==> src/rtl/ccenv_pkg.sv <==
// Package for the cyclic cubic envelope generator.
// Widths, register indexes and command/status types. No dependencies.
`timescale 1ns / 1ps
package ccenv_pkg;
  localparam int TimeW  = 16;
  localparam int LevelW = 16;
  localparam int SumW   = TimeW + 2;
  localparam int CoefW  = LevelW + 5;
  localparam int AccW   = 40;

  typedef enum logic [2:0] {
    RegDurA = 3'd0, RegDurB = 3'd1, RegV1 = 3'd2, RegV2 = 3'd3,
    RegV3 = 3'd4, RegV4 = 3'd5, RegV5 = 3'd6, RegNone = 3'd7
  } reg_idx_e;

  typedef struct packed {
    logic load;      // start new item: add delta, setup
    logic wrap;      // reduce time by a shifted period
    logic seg_step;  // advance segment
    logic div_init;
    logic div_step;
    logic hor_init;
    logic hor_step;
    logic finish;
  } ccenv_cmd_t;

  typedef struct packed {
    logic period_zero;
    logic over_period;
    logic seg_more;
    logic div_done;
    logic hor_done;
  } ccenv_sts_t;
endpackage

==> src/rtl/ccenv_ctrl.sv <==
// Controller state machine for the envelope generator.
// Depends on ccenv_pkg.
`timescale 1ns / 1ps
module ccenv_ctrl import ccenv_pkg::*; (
  input  logic       clk_i,
  input  logic       rst_ni,
  input  logic       in_valid_i,
  output logic       in_ready_o,
  output logic       out_valid_o,
  input  logic       out_ready_i,
  input  ccenv_sts_t sts_i,
  output ccenv_cmd_t cmd_o
);
  typedef enum logic [5:0] {
    StIdle = 6'b000001, StWrap = 6'b000010, StSeg = 6'b000100,
    StDiv  = 6'b001000, StHor  = 6'b010000, StOut = 6'b100000
  } state_e;

  state_e state_q, state_d;
  logic   out_valid_q, out_valid_d;

  assign in_ready_o  = (state_q == StIdle) && (!out_valid_q || out_ready_i);
  assign out_valid_o = out_valid_q;

  always_comb begin
    state_d     = state_q;
    out_valid_d = out_valid_q && !out_ready_i;
    cmd_o       = '0;
    unique case (state_q)
      StIdle: begin
        if (in_valid_i && in_ready_o) begin
          cmd_o.load = 1'b1;
          state_d    = StWrap;
        end
      end
      StWrap: begin
        if (sts_i.period_zero) begin
          cmd_o.finish = 1'b1;
          state_d      = StOut;
        end else if (sts_i.over_period) begin
          cmd_o.wrap = 1'b1;
        end else begin
          state_d = StSeg;
        end
      end
      StSeg: begin
        if (sts_i.seg_more) begin
          cmd_o.seg_step = 1'b1;
        end else begin
          cmd_o.div_init = 1'b1;
          state_d        = StDiv;
        end
      end
      StDiv: begin
        if (sts_i.div_done) begin
          cmd_o.hor_init = 1'b1;
          state_d        = StHor;
        end else begin
          cmd_o.div_step = 1'b1;
        end
      end
      StHor: begin
        if (sts_i.hor_done) begin
          cmd_o.finish = 1'b1;
          state_d      = StOut;
        end else begin
          cmd_o.hor_step = 1'b1;
        end
      end
      StOut: begin
        if (!out_valid_q || out_ready_i) begin
          out_valid_d = 1'b1;
          state_d     = StIdle;
        end
      end
      default: state_d = StIdle;
    endcase
  end

  always_ff @(posedge clk_i or negedge rst_ni) begin
    if (!rst_ni) begin
      state_q     <= StIdle;
      out_valid_q <= 1'b0;
    end else begin
      state_q     <= state_d;
      out_valid_q <= out_valid_d;
    end
  end
endmodule

==> src/rtl/ccenv_datapath.sv <==
// Datapath: config registers, time/segment state, restoring divider,
// Horner evaluator and output registers. Depends on ccenv_pkg.
`timescale 1ns / 1ps
module ccenv_datapath import ccenv_pkg::*; (
  input  logic                     clk_i,
  input  logic                     rst_ni,
  input  logic                     cfg_we_i,
  input  logic [2:0]               cfg_idx_i,
  input  logic [31:0]              cfg_data_i,
  input  logic [15:0]              delta_time_i,
  input  ccenv_cmd_t               cmd_i,
  output ccenv_sts_t               sts_o,
  output logic signed [LevelW-1:0] curve_value_o,
  output logic [1:0]               active_segment_o
);
  logic [31:0] dur_a_q, dur_b_q;
  logic signed [LevelW-1:0] lv_q [5];

  always_ff @(posedge clk_i or negedge rst_ni) begin
    if (!rst_ni) begin
      dur_a_q <= '0;
      dur_b_q <= '0;
      for (int i = 0; i < 5; i++) lv_q[i] <= '0;
    end else if (cfg_we_i) begin
      unique case (reg_idx_e'(cfg_idx_i))
        RegDurA: dur_a_q <= cfg_data_i;
        RegDurB: dur_b_q <= cfg_data_i;
        RegV1:   lv_q[0] <= cfg_data_i[LevelW-1:0];
        RegV2:   lv_q[1] <= cfg_data_i[LevelW-1:0];
        RegV3:   lv_q[2] <= cfg_data_i[LevelW-1:0];
        RegV4:   lv_q[3] <= cfg_data_i[LevelW-1:0];
        RegV5:   lv_q[4] <= cfg_data_i[LevelW-1:0];
        default: ;
      endcase
    end
  end

  logic [TimeW-1:0] dur [4];
  assign dur[0] = dur_a_q[TimeW-1:0];
  assign dur[1] = dur_a_q[2*TimeW-1:TimeW];
  assign dur[2] = dur_b_q[TimeW-1:0];
  assign dur[3] = dur_b_q[2*TimeW-1:TimeW];

  logic [SumW-1:0] start [4];
  logic [SumW-1:0] seg_end [4];
  always_comb begin
    start[0] = '0;
    for (int k = 0; k < 4; k++) begin
      seg_end[k] = start[k] + SumW'(dur[k]);
      if (k < 3) start[k+1] = seg_end[k];
    end
  end
  logic [SumW-1:0] period;
  assign period = seg_end[3];

  logic [SumW-1:0] time_q;
  logic [1:0]      seg_q;
  logic [SumW:0]   tt_q;

  assign sts_o.period_zero = (period == '0);
  assign sts_o.over_period = (tt_q > {1'b0, period});
  assign sts_o.seg_more    = (seg_q != 2'd3) && (tt_q[SumW-1:0] > seg_end[seg_q]);

  // wrap: binary reduction, period << k for k = 16 down to 0
  logic [4:0]       wcnt_q;
  logic [SumW+16:0] wrap_sub;
  assign wrap_sub = (SumW+17)'(period) << wcnt_q;

  // divider: t = (min(num, d) << 16) / d
  localparam int QW = 17;
  logic [TimeW-1:0] dv_q;
  logic [TimeW:0]   rem_q;
  logic [QW-1:0]    quo_q;
  logic [5:0]       dcnt_q;
  logic             tfix_q;
  logic [QW-1:0]    tval_q;
  assign sts_o.div_done = (dcnt_q == 6'd0);

  logic [SumW-1:0] seg_start, num;
  assign seg_start = start[seg_q];
  assign num = tt_q[SumW-1:0] - seg_start;

  logic [TimeW+1:0] rem_sh;
  assign rem_sh = {rem_q, 1'b0};

  // Horner
  logic signed [LevelW-1:0] xp [4];
  always_comb begin
    unique case (seg_q)
      2'd0: begin xp[0]=lv_q[0]; xp[1]=lv_q[0]; xp[2]=lv_q[1]; xp[3]=lv_q[2]; end
      2'd1: begin xp[0]=lv_q[2]; xp[1]=lv_q[3]; xp[2]=lv_q[4]; xp[3]=lv_q[4]; end
      2'd2: begin xp[0]=lv_q[4]; xp[1]=lv_q[4]; xp[2]=lv_q[3]; xp[3]=lv_q[2]; end
      default: begin xp[0]=lv_q[2]; xp[1]=lv_q[1]; xp[2]=lv_q[0]; xp[3]=lv_q[0]; end
    endcase
  end
  logic signed [CoefW-1:0] cc, cb, ca, cd;
  always_comb begin
    cd = CoefW'(xp[0]);
    cc = 3 * (CoefW'(xp[1]) - CoefW'(xp[0]));
    cb = 3 * (CoefW'(xp[2]) - CoefW'(xp[1])) - cc;
    ca = CoefW'(xp[3]) - cd - cc - cb;
  end

  logic signed [AccW-1:0] r_q, prod_q;
  logic [2:0] hcnt_q;
  logic       hmul_q;
  assign sts_o.hor_done = (hcnt_q == 3'd0) && !hmul_q;

  logic signed [AccW-1:0] rsum, addend;
  assign rsum = (prod_q + AccW'(32768)) >>> 16;
  always_comb begin
    unique case (hcnt_q)
      3'd3:    addend = AccW'(cb);
      3'd2:    addend = AccW'(cc);
      default: addend = AccW'(cd);
    endcase
  end

  localparam logic signed [AccW-1:0] Hi = AccW'((1 << (LevelW-1)) - 1);
  localparam logic signed [AccW-1:0] Lo = -Hi - 1;

  always_ff @(posedge clk_i or negedge rst_ni) begin
    if (!rst_ni) begin
      time_q <= '0;
      seg_q  <= '0;
      tt_q   <= '0;
      wcnt_q <= '0;
      dv_q   <= '0;
      rem_q  <= '0;
      quo_q  <= '0;
      tfix_q <= 1'b0;
      tval_q <= '0;
      dcnt_q <= '0;
      r_q    <= '0;
      prod_q <= '0;
      hcnt_q <= '0;
      hmul_q <= 1'b0;
    end else begin
      if (cmd_i.load) begin
        tt_q   <= {1'b0, time_q} + (SumW+1)'(delta_time_i);
        wcnt_q <= 5'd16;
      end
      if (cmd_i.wrap) begin
        // strict compare keeps the result in (0,P]
        if ((SumW+17)'(tt_q) > wrap_sub) tt_q <= tt_q - (SumW+1)'(wrap_sub);
        if (wcnt_q != 5'd0) wcnt_q <= wcnt_q - 5'd1;
        seg_q <= 2'd0;
      end
      if (cmd_i.seg_step) seg_q <= seg_q + 2'd1;
      if (cmd_i.div_init) begin
        time_q <= tt_q[SumW-1:0];
        dv_q   <= dur[seg_q];
        rem_q  <= '0;
        quo_q  <= '0;
        if (dur[seg_q] == '0) begin
          tfix_q <= 1'b1; tval_q <= QW'(65536); dcnt_q <= '0;
        end else if (tt_q[SumW-1:0] <= seg_start) begin
          tfix_q <= 1'b1; tval_q <= '0; dcnt_q <= '0;
        end else begin
          tfix_q <= 1'b0;
          tval_q <= (num > SumW'(dur[seg_q])) ? QW'(dur[seg_q]) : QW'(num);
          dcnt_q <= 6'd32;
        end
      end
      if (cmd_i.div_step) begin
        // dividend bits: num clamped to d (16 bits) followed by 16 zeros, MSB first
        logic bitin;
        logic [TimeW+1:0] trial;
        bitin = (dcnt_q > 6'd16) ? tval_q[5'(dcnt_q - 6'd17)] : 1'b0;
        trial = rem_sh | (TimeW+2)'(bitin);
        if (trial >= (TimeW+2)'(dv_q)) begin
          rem_q <= (TimeW+1)'(trial - (TimeW+2)'(dv_q));
          quo_q <= {quo_q[QW-2:0], 1'b1};
        end else begin
          rem_q <= (TimeW+1)'(trial);
          quo_q <= {quo_q[QW-2:0], 1'b0};
        end
        dcnt_q <= dcnt_q - 6'd1;
      end
      if (cmd_i.hor_init) begin
        if (!tfix_q) tval_q <= quo_q;
        r_q    <= AccW'(ca);
        hcnt_q <= 3'd3;
        hmul_q <= 1'b1;
      end
      if (cmd_i.hor_step) begin
        if (hmul_q) begin
          prod_q <= r_q * $signed({1'b0, tval_q});
          hmul_q <= 1'b0;
        end else begin
          r_q    <= rsum + addend;
          hcnt_q <= hcnt_q - 3'd1;
          hmul_q <= (hcnt_q != 3'd1);
        end
      end
      if (cmd_i.finish) begin
        if (period == '0) begin
          time_q <= '0;
          seg_q  <= '0;
        end
      end
    end
  end

  always_ff @(posedge clk_i) begin
    if (cmd_i.finish) begin
      if (period == '0) begin
        curve_value_o    <= lv_q[0];
        active_segment_o <= 2'd0;
      end else begin
        curve_value_o    <= (r_q > Hi) ? LevelW'(Hi) :
                            (r_q < Lo) ? LevelW'(Lo) : LevelW'(r_q);
        active_segment_o <= seg_q;
      end
    end
  end
endmodule

==> src/rtl/cyclic_cubic_envelope_generator_top.sv <==
// Top level of the cyclic cubic envelope generator.
// An item passes through load, up to 17 wrap steps, up to 3 segment steps,
// 32 divide steps when t needs a divide, then Horner and output; a zero
// period goes straight to output. Flow: one item at a time; the next item
// can be accepted at the edge that takes the result. Reset clears all state
// async but the output regs. Depends on ccenv_pkg, ccenv_ctrl, ccenv_datapath.
`timescale 1ns / 1ps
module cyclic_cubic_envelope_generator_top import ccenv_pkg::*; (
  input  logic                     clk_i,
  input  logic                     rst_ni,
  input  logic                     cfg_we_i,
  input  logic [2:0]               cfg_idx_i,
  input  logic [31:0]              cfg_data_i,
  input  logic                     in_valid_i,
  output logic                     in_ready_o,
  input  logic [15:0]              delta_time_i,
  output logic                     out_valid_o,
  input  logic                     out_ready_i,
  output logic signed [LevelW-1:0] curve_value_o,
  output logic [1:0]               active_segment_o
);
  ccenv_cmd_t cmd;
  ccenv_sts_t sts;

  ccenv_ctrl u_ctrl (
    .clk_i, .rst_ni, .in_valid_i, .in_ready_o, .out_valid_o, .out_ready_i,
    .sts_i(sts), .cmd_o(cmd)
  );

  ccenv_datapath u_dp (
    .clk_i, .rst_ni, .cfg_we_i, .cfg_idx_i, .cfg_data_i, .delta_time_i,
    .cmd_i(cmd), .sts_o(sts), .curve_value_o, .active_segment_o
  );
endmodule

==> config.mk <==
export PLATFORM = sky130hd
export DESIGN_NAME = cyclic_cubic_envelope_generator_top
export DESIGN_NICKNAME = d
export VERILOG_FILES = /design/src/rtl/ccenv_pkg.sv /design/src/rtl/ccenv_ctrl.sv /design/src/rtl/ccenv_datapath.sv /design/src/rtl/cyclic_cubic_envelope_generator_top.sv
export SDC_FILE = /design/constraint.sdc
export NUM_CORES = 2
export LEC_CHECK = 0
export BUFFER_PORTS_ARGS = -buffer_cell sky130_fd_sc_hd__buf_2
export CORE_MARGIN = 2
export CORE_UTILIZATION = 52
export DETAILED_ROUTE_END_ITERATION = 8
export GPL_TIMING_DRIVEN = 0
export PLACE_DENSITY = 0.68
export SLEW_MARGIN = 20
export SYNTH_ARGS = -nofsm -noshare
export SYNTH_HDL_FRONTEND = slang
export SYNTH_SLANG_ARGS = --single-unit
==> constraint.sdc <==
create_clock -name clk_i -period 14.9 [get_ports clk_i]
set_input_delay 2.235 -clock clk_i [delete_from_list [all_inputs] [get_ports clk_i]]
set_output_delay 2.235 -clock clk_i [all_outputs]
set_load 0.02 [all_outputs]
==> flow_summary.html <==
<table>
<tr><th>Metric</th><th>Value</th></tr>
<tr><th colspan="2">Cells and area</th></tr>
<tr><td>Number of standard cells in the layout, taps in and fillers out</td><td>6949</td></tr>
<tr><td>Multi-input combinational cell area</td><td>35400 µm²</td></tr>
<tr><td>Fraction of final layout cells with drive strength greater than 1</td><td>7.133%</td></tr>
<tr><td>Final #Nets</td><td>6650</td></tr>
<tr><td>Diodes inserted</td><td>0</td></tr>
<tr><td>Area growth from synthesis to layout</td><td>7.042%</td></tr>
<tr><td>Area taken by flip-flops and latches</td><td>9000 µm²</td></tr>
<tr><td>Filler cell count</td><td>8380</td></tr>
<tr><th colspan="2">Timing</th></tr>
<tr><td>Final Max Tran Viols</td><td>0</td></tr>
<tr><td>Final period util</td><td>92.58%</td></tr>
<tr><td>Slew at the pin with the worst max-slew slack</td><td>1.225 ns</td></tr>
<tr><td>Unrepaired setup endpoints after global routing</td><td>false</td></tr>
<tr><td>Remaining max-slew budget at the tightest pin</td><td>17.47%</td></tr>
<tr><td>Hold Vio Cnt, Final</td><td>0</td></tr>
<tr><td>Final setup violating endpoints</td><td>0</td></tr>
<tr><td>Skew final</td><td>0.03141 ns</td></tr>
<tr><td>Final setup TNS</td><td>0 ns</td></tr>
<tr><td>Max Clk Rate</td><td>72.50 MHz</td></tr>
<tr><td>Shortest clock period the worst path allows after layout</td><td>13.79 ns</td></tr>
<tr><th colspan="2">GRT</th></tr>
<tr><td>Number of antenna violations at the first check in global routing</td><td>0</td></tr>
<tr><td>Sum of overflow across all layers after global routing</td><td>0</td></tr>
<tr><td>Global-route wire length before repair</td><td>231900 µm</td></tr>
<tr><td>Global-route usage over all layers</td><td>31.32%</td></tr>
<tr><td>Number of global-route vias before repair</td><td>40800</td></tr>
<tr><td>Largest net degree at the start of global routing</td><td>94</td></tr>
<tr><th colspan="2">Worst hold path</th></tr>
<tr><td>Worst Hold Endpoint</td><td>u_dp.quo_q[7]</td></tr>
<tr><td>Hold-critical path depth</td><td>2</td></tr>
<tr><td>Min-Delay Path Class</td><td>flop to flop</td></tr>
<tr><td>Hold Startpoint</td><td>u_dp.quo_q[6]</td></tr>
<tr><th colspan="2">Synth</th></tr>
<tr><td>Most frequently used flop master after synthesis</td><td>sky130_fd_sc_hd__dfrtp_1</td></tr>
<tr><td>Ranking of synthesized cells by area</td><td>sky130_fd_sc_hd__fa_1 (20%), sky130_fd_sc_hd__dfrtp_1 (17%), sky130_fd_sc_hd__ha_1 (11%)</td></tr>
<tr><td>Number of cells produced by synthesis</td><td>5556</td></tr>
<tr><td>Netlist area before placement</td><td>48240 µm²</td></tr>
<tr><td>Fraction of registers with async set/reset</td><td>94.94%</td></tr>
<tr><td>Number of synthesized flops with an enable pin</td><td>18</td></tr>
<tr><td>Most instantiated cells after synthesis</td><td>sky130_fd_sc_hd__inv_1 (751), sky130_fd_sc_hd__nand2_1 (706), sky130_fd_sc_hd__fa_1 (493)</td></tr>
<tr><td>Synthesized area per cell</td><td>8.682 µm²</td></tr>
<tr><td>Cell with the most instances after synthesis</td><td>sky130_fd_sc_hd__inv_1</td></tr>
<tr><td>Area fraction of the dominant cell type after synthesis</td><td>20.46%</td></tr>
<tr><td>Register area share after synthesis</td><td>18.66%</td></tr>
<tr><td>Cell accounting for the most synthesized area</td><td>sky130_fd_sc_hd__fa_1</td></tr>
<tr><td>Library cells used by synthesis</td><td>99</td></tr>
<tr><td>Flip-flop and latch count after synthesis</td><td>356</td></tr>
<tr><td>Ys Warns</td><td>0</td></tr>
<tr><td>Net count of the mapped netlist</td><td>6528</td></tr>
<tr><th colspan="2">Critical path</th></tr>
<tr><td>Critical R2R Launch</td><td>u_dp.seg_q[1]</td></tr>
<tr><td>Critical path class</td><td>flop to flop</td></tr>
<tr><td>Arrival time of the worst setup path</td><td>14.21 ns</td></tr>
<tr><td>CP max FO</td><td>11</td></tr>
<tr><td>Worst-case reg-to-reg path depth</td><td>51</td></tr>
<tr><td>Max stage delay on crit path</td><td>0.59 ns</td></tr>
<tr><td>Reg-to-reg setup timing slack</td><td>1.11 ns</td></tr>
<tr><td>Kind of end point of the critical path</td><td>flop</td></tr>
<tr><td>Launching element type of the critical path</td><td>flop</td></tr>
<tr><td>Highest-delay cell along the critical path</td><td>sky130_fd_sc_hd__clkbuf_1</td></tr>
<tr><td>Endpoint of the worst-slack reg-to-reg timing path</td><td>u_dp.r_q[30]</td></tr>
<tr><td>Worst EP required</td><td>15.32 ns</td></tr>
<tr><th colspan="2">Die</th></tr>
<tr><td>Number of rows created at floorplan</td><td>111</td></tr>
<tr><td>Die Footprint</td><td>95220 µm²</td></tr>
<tr><td>Initial standard-cell utilization of the core</td><td>52.55%</td></tr>
<tr><td>Horizontal die dimension</td><td>308.6 µm</td></tr>
<tr><td>DIE HEIGHT</td><td>308.6 µm</td></tr>
<tr><td>CORE AREA</td><td>91800 µm²</td></tr>
<tr><td>I/O Pins</td><td>76</td></tr>
<tr><th colspan="2">Clock network</th></tr>
<tr><td>Later-pin clock latency in the skew report</td><td>0.60 ns</td></tr>
<tr><td>Library cell used as clock root buffer</td><td>sky130_fd_sc_hd__clkbuf_16</td></tr>
<tr><td>Clock H-tree levels</td><td>2</td></tr>
<tr><td>Total CTS buffers</td><td>41</td></tr>
<tr><td>Clock Pin Slew Worst Setup and Hold Paths</td><td>0.07 ns</td></tr>
<tr><td>CTS resizes</td><td>0</td></tr>
<tr><td>Clock tree from TritonCTS</td><td>done</td></tr>
<tr><td>Buffer levels on the longest clock path</td><td>3</td></tr>
<tr><td>Clock sinks</td><td>356</td></tr>
<tr><td>Buffers inserted by post-CTS timing repair</td><td>0</td></tr>
<tr><td>Hold-fix buffers at CTS</td><td>0</td></tr>
<tr><th colspan="2">Routing</th></tr>
<tr><td>Number of iterations in the first detailed-routing pass</td><td>6</td></tr>
<tr><td>Vias per cell</td><td>5.906</td></tr>
<tr><td>Overall via count from detail_route</td><td>41040</td></tr>
<tr><td>Wirelength, routed</td><td>147400 µm</td></tr>
<tr><td>DRC violation total after the first TritonRoute iteration</td><td>3732</td></tr>
<tr><td>DR DRC count</td><td>0</td></tr>
<tr><td>Routed WL per cell</td><td>21.22 µm</td></tr>
<tr><td>Count of antenna-violating nets left after detailed routing</td><td>0</td></tr>
<tr><th colspan="2">Job</th></tr>
<tr><td>Number of max-capacitance violations reported</td><td>0</td></tr>
<tr><th colspan="2">Placement</th></tr>
<tr><td>Placed Cells incl. Taps</td><td>6878</td></tr>
<tr><td>Dpl hpwl</td><td>118000 µm</td></tr>
<tr><td>Port Buffer Count</td><td>73</td></tr>
<tr><td>Routability-driven placement congestion ratio</td><td>1.002</td></tr>
<tr><th colspan="2">Outcome</th></tr>
<tr><td>Status</td><td>finished, final reports clean</td></tr>
</table>
-- worst max path at each step --
stage / from / endpoint / depth (start not counted)
2_1_floorplan: u_dp.seg_q[1] / u_dp.r_q[38] / 51
3_3_place_gp: u_dp.seg_q[1] / u_dp.r_q[27] / 51
3_5_place_dp: u_dp.seg_q[1] / u_dp.r_q[35] / 51
4_1_cts: u_dp.seg_q[1] / u_dp.r_q[30] / 51
5_1_grt: u_dp.seg_q[1] / u_dp.r_q[25] / 51
6_report: u_dp.seg_q[1] / u_dp.r_q[30] / 51
-- metal layers --
metal / vias to the layer above / part of all wire, % / GRT usage [%]
met4: 0 / 3.7 / 10.01
li1: 18690 / - / -
met3: 320 / 9.1 / 6.008
met1: 20240 / 43 / 43.86
met5: - / 0 / 0
met2: 1788 / 44 / 49.02
-- flip-flops by register name, indices dropped and copies added (netlist names) --
signal / cells
u_ctrl.out_valid_o: 1
u_ctrl.state_q: 6
u_dp.active_segment_o: 2
u_dp.curve_value_o: 16
u_dp.dcnt_q: 6
u_dp.dur_a_q: 32
u_dp.dur_b_q: 32
u_dp.dv_q: 16
u_dp.hcnt_q: 3
u_dp.hmul_q: 1
u_dp.lv_q: 80
u_dp.prod_q: 25
u_dp.quo_q: 17
u_dp.r_q: 40
u_dp.rem_q: 17
u_dp.seg_q: 2
u_dp.tfix_q: 1
u_dp.time_q: 18
u_dp.tt_q: 19
u_dp.tval_q: 17
u_dp.wcnt_q: 5
-- area by class of cell --
cell class | count | area share (%)
multi-input cells | 4179 | 68.55
flip-flops and latches | 356 | 17.43
inverters | 758 | 5.510
well taps | 1243 | 3.012
clock buffers | 52 | 2.125
plain buffers | 263 | 1.980
repair buffers | 79 | 0.9693
clock inverters | 19 | 0.4241
-- layout by cell type, fill, tap and decap left out, types with 190 or more instances in the layout --
| master | n |
|---|---|
| sky130_fd_sc_hd__inv_1 | 751 |
| sky130_fd_sc_hd__dfrtp_1 | 337 |
| sky130_fd_sc_hd__o21ai_0 | 233 |
| sky130_fd_sc_hd__clkbuf_1 | 239 |
| sky130_fd_sc_hd__nand2_1 | 706 |
| sky130_fd_sc_hd__fa_1 | 493 |
| sky130_fd_sc_hd__ha_1 | 423 |
| sky130_fd_sc_hd__nor2_1 | 302 |
| sky130_fd_sc_hd__and2_1 | 190 |
| sky130_fd_sc_hd__a21oi_1 | 324 |
-- logic make-up after synthesis --
| family | after synthesis | share of synthesized area, % |
|---|---|---|
| compound gates | 1074 | 14.22 |
| xor+xnor | 296 | 5.437 |
| fa+ha+maj | 917 | 31.45 |
| buf+inv | 1021 | 8.018 |
| flops | 356 | 18.66 |
| mux | 270 | 6.599 |
| simple gates | 1622 | 15.62 |
-- worst max-delay path, delay by kind of cell (launching register included) --
kind / cells / cell delay (ns)
fa+ha+maj: 9 / 3.51
flops: 1 / 0.58
mux: 1 / 0.55
compound gates: 16 / 3.21
buf+inv: 11 / 3.17
xor+xnor: 5 / 1.33
simple gates: 9 / 1.23
-- per-stage QoR --
stage | worst slack, ns | utilization [%] | hold WS (ns) | area (µm²)
finish | 1.106 | 56.25 | 0.4984 | 51630
global route | 0.4186 | 56.25 | 0.5267 | 51630
CTS | 1.361 | 56.23 | 0.4893 | 51620
detailed placement | 1.405 | 54.80 | 0.4720 | 50300
global placement | 1.460 | 54.64 | 0.4690 | 50160
floorplan | 4.348 | - | 0.4495 | 48240
Power is left out: the tool's default activity adds up to more than one toggle a clock period on the data nets, which glitch-free logic cannot reach.
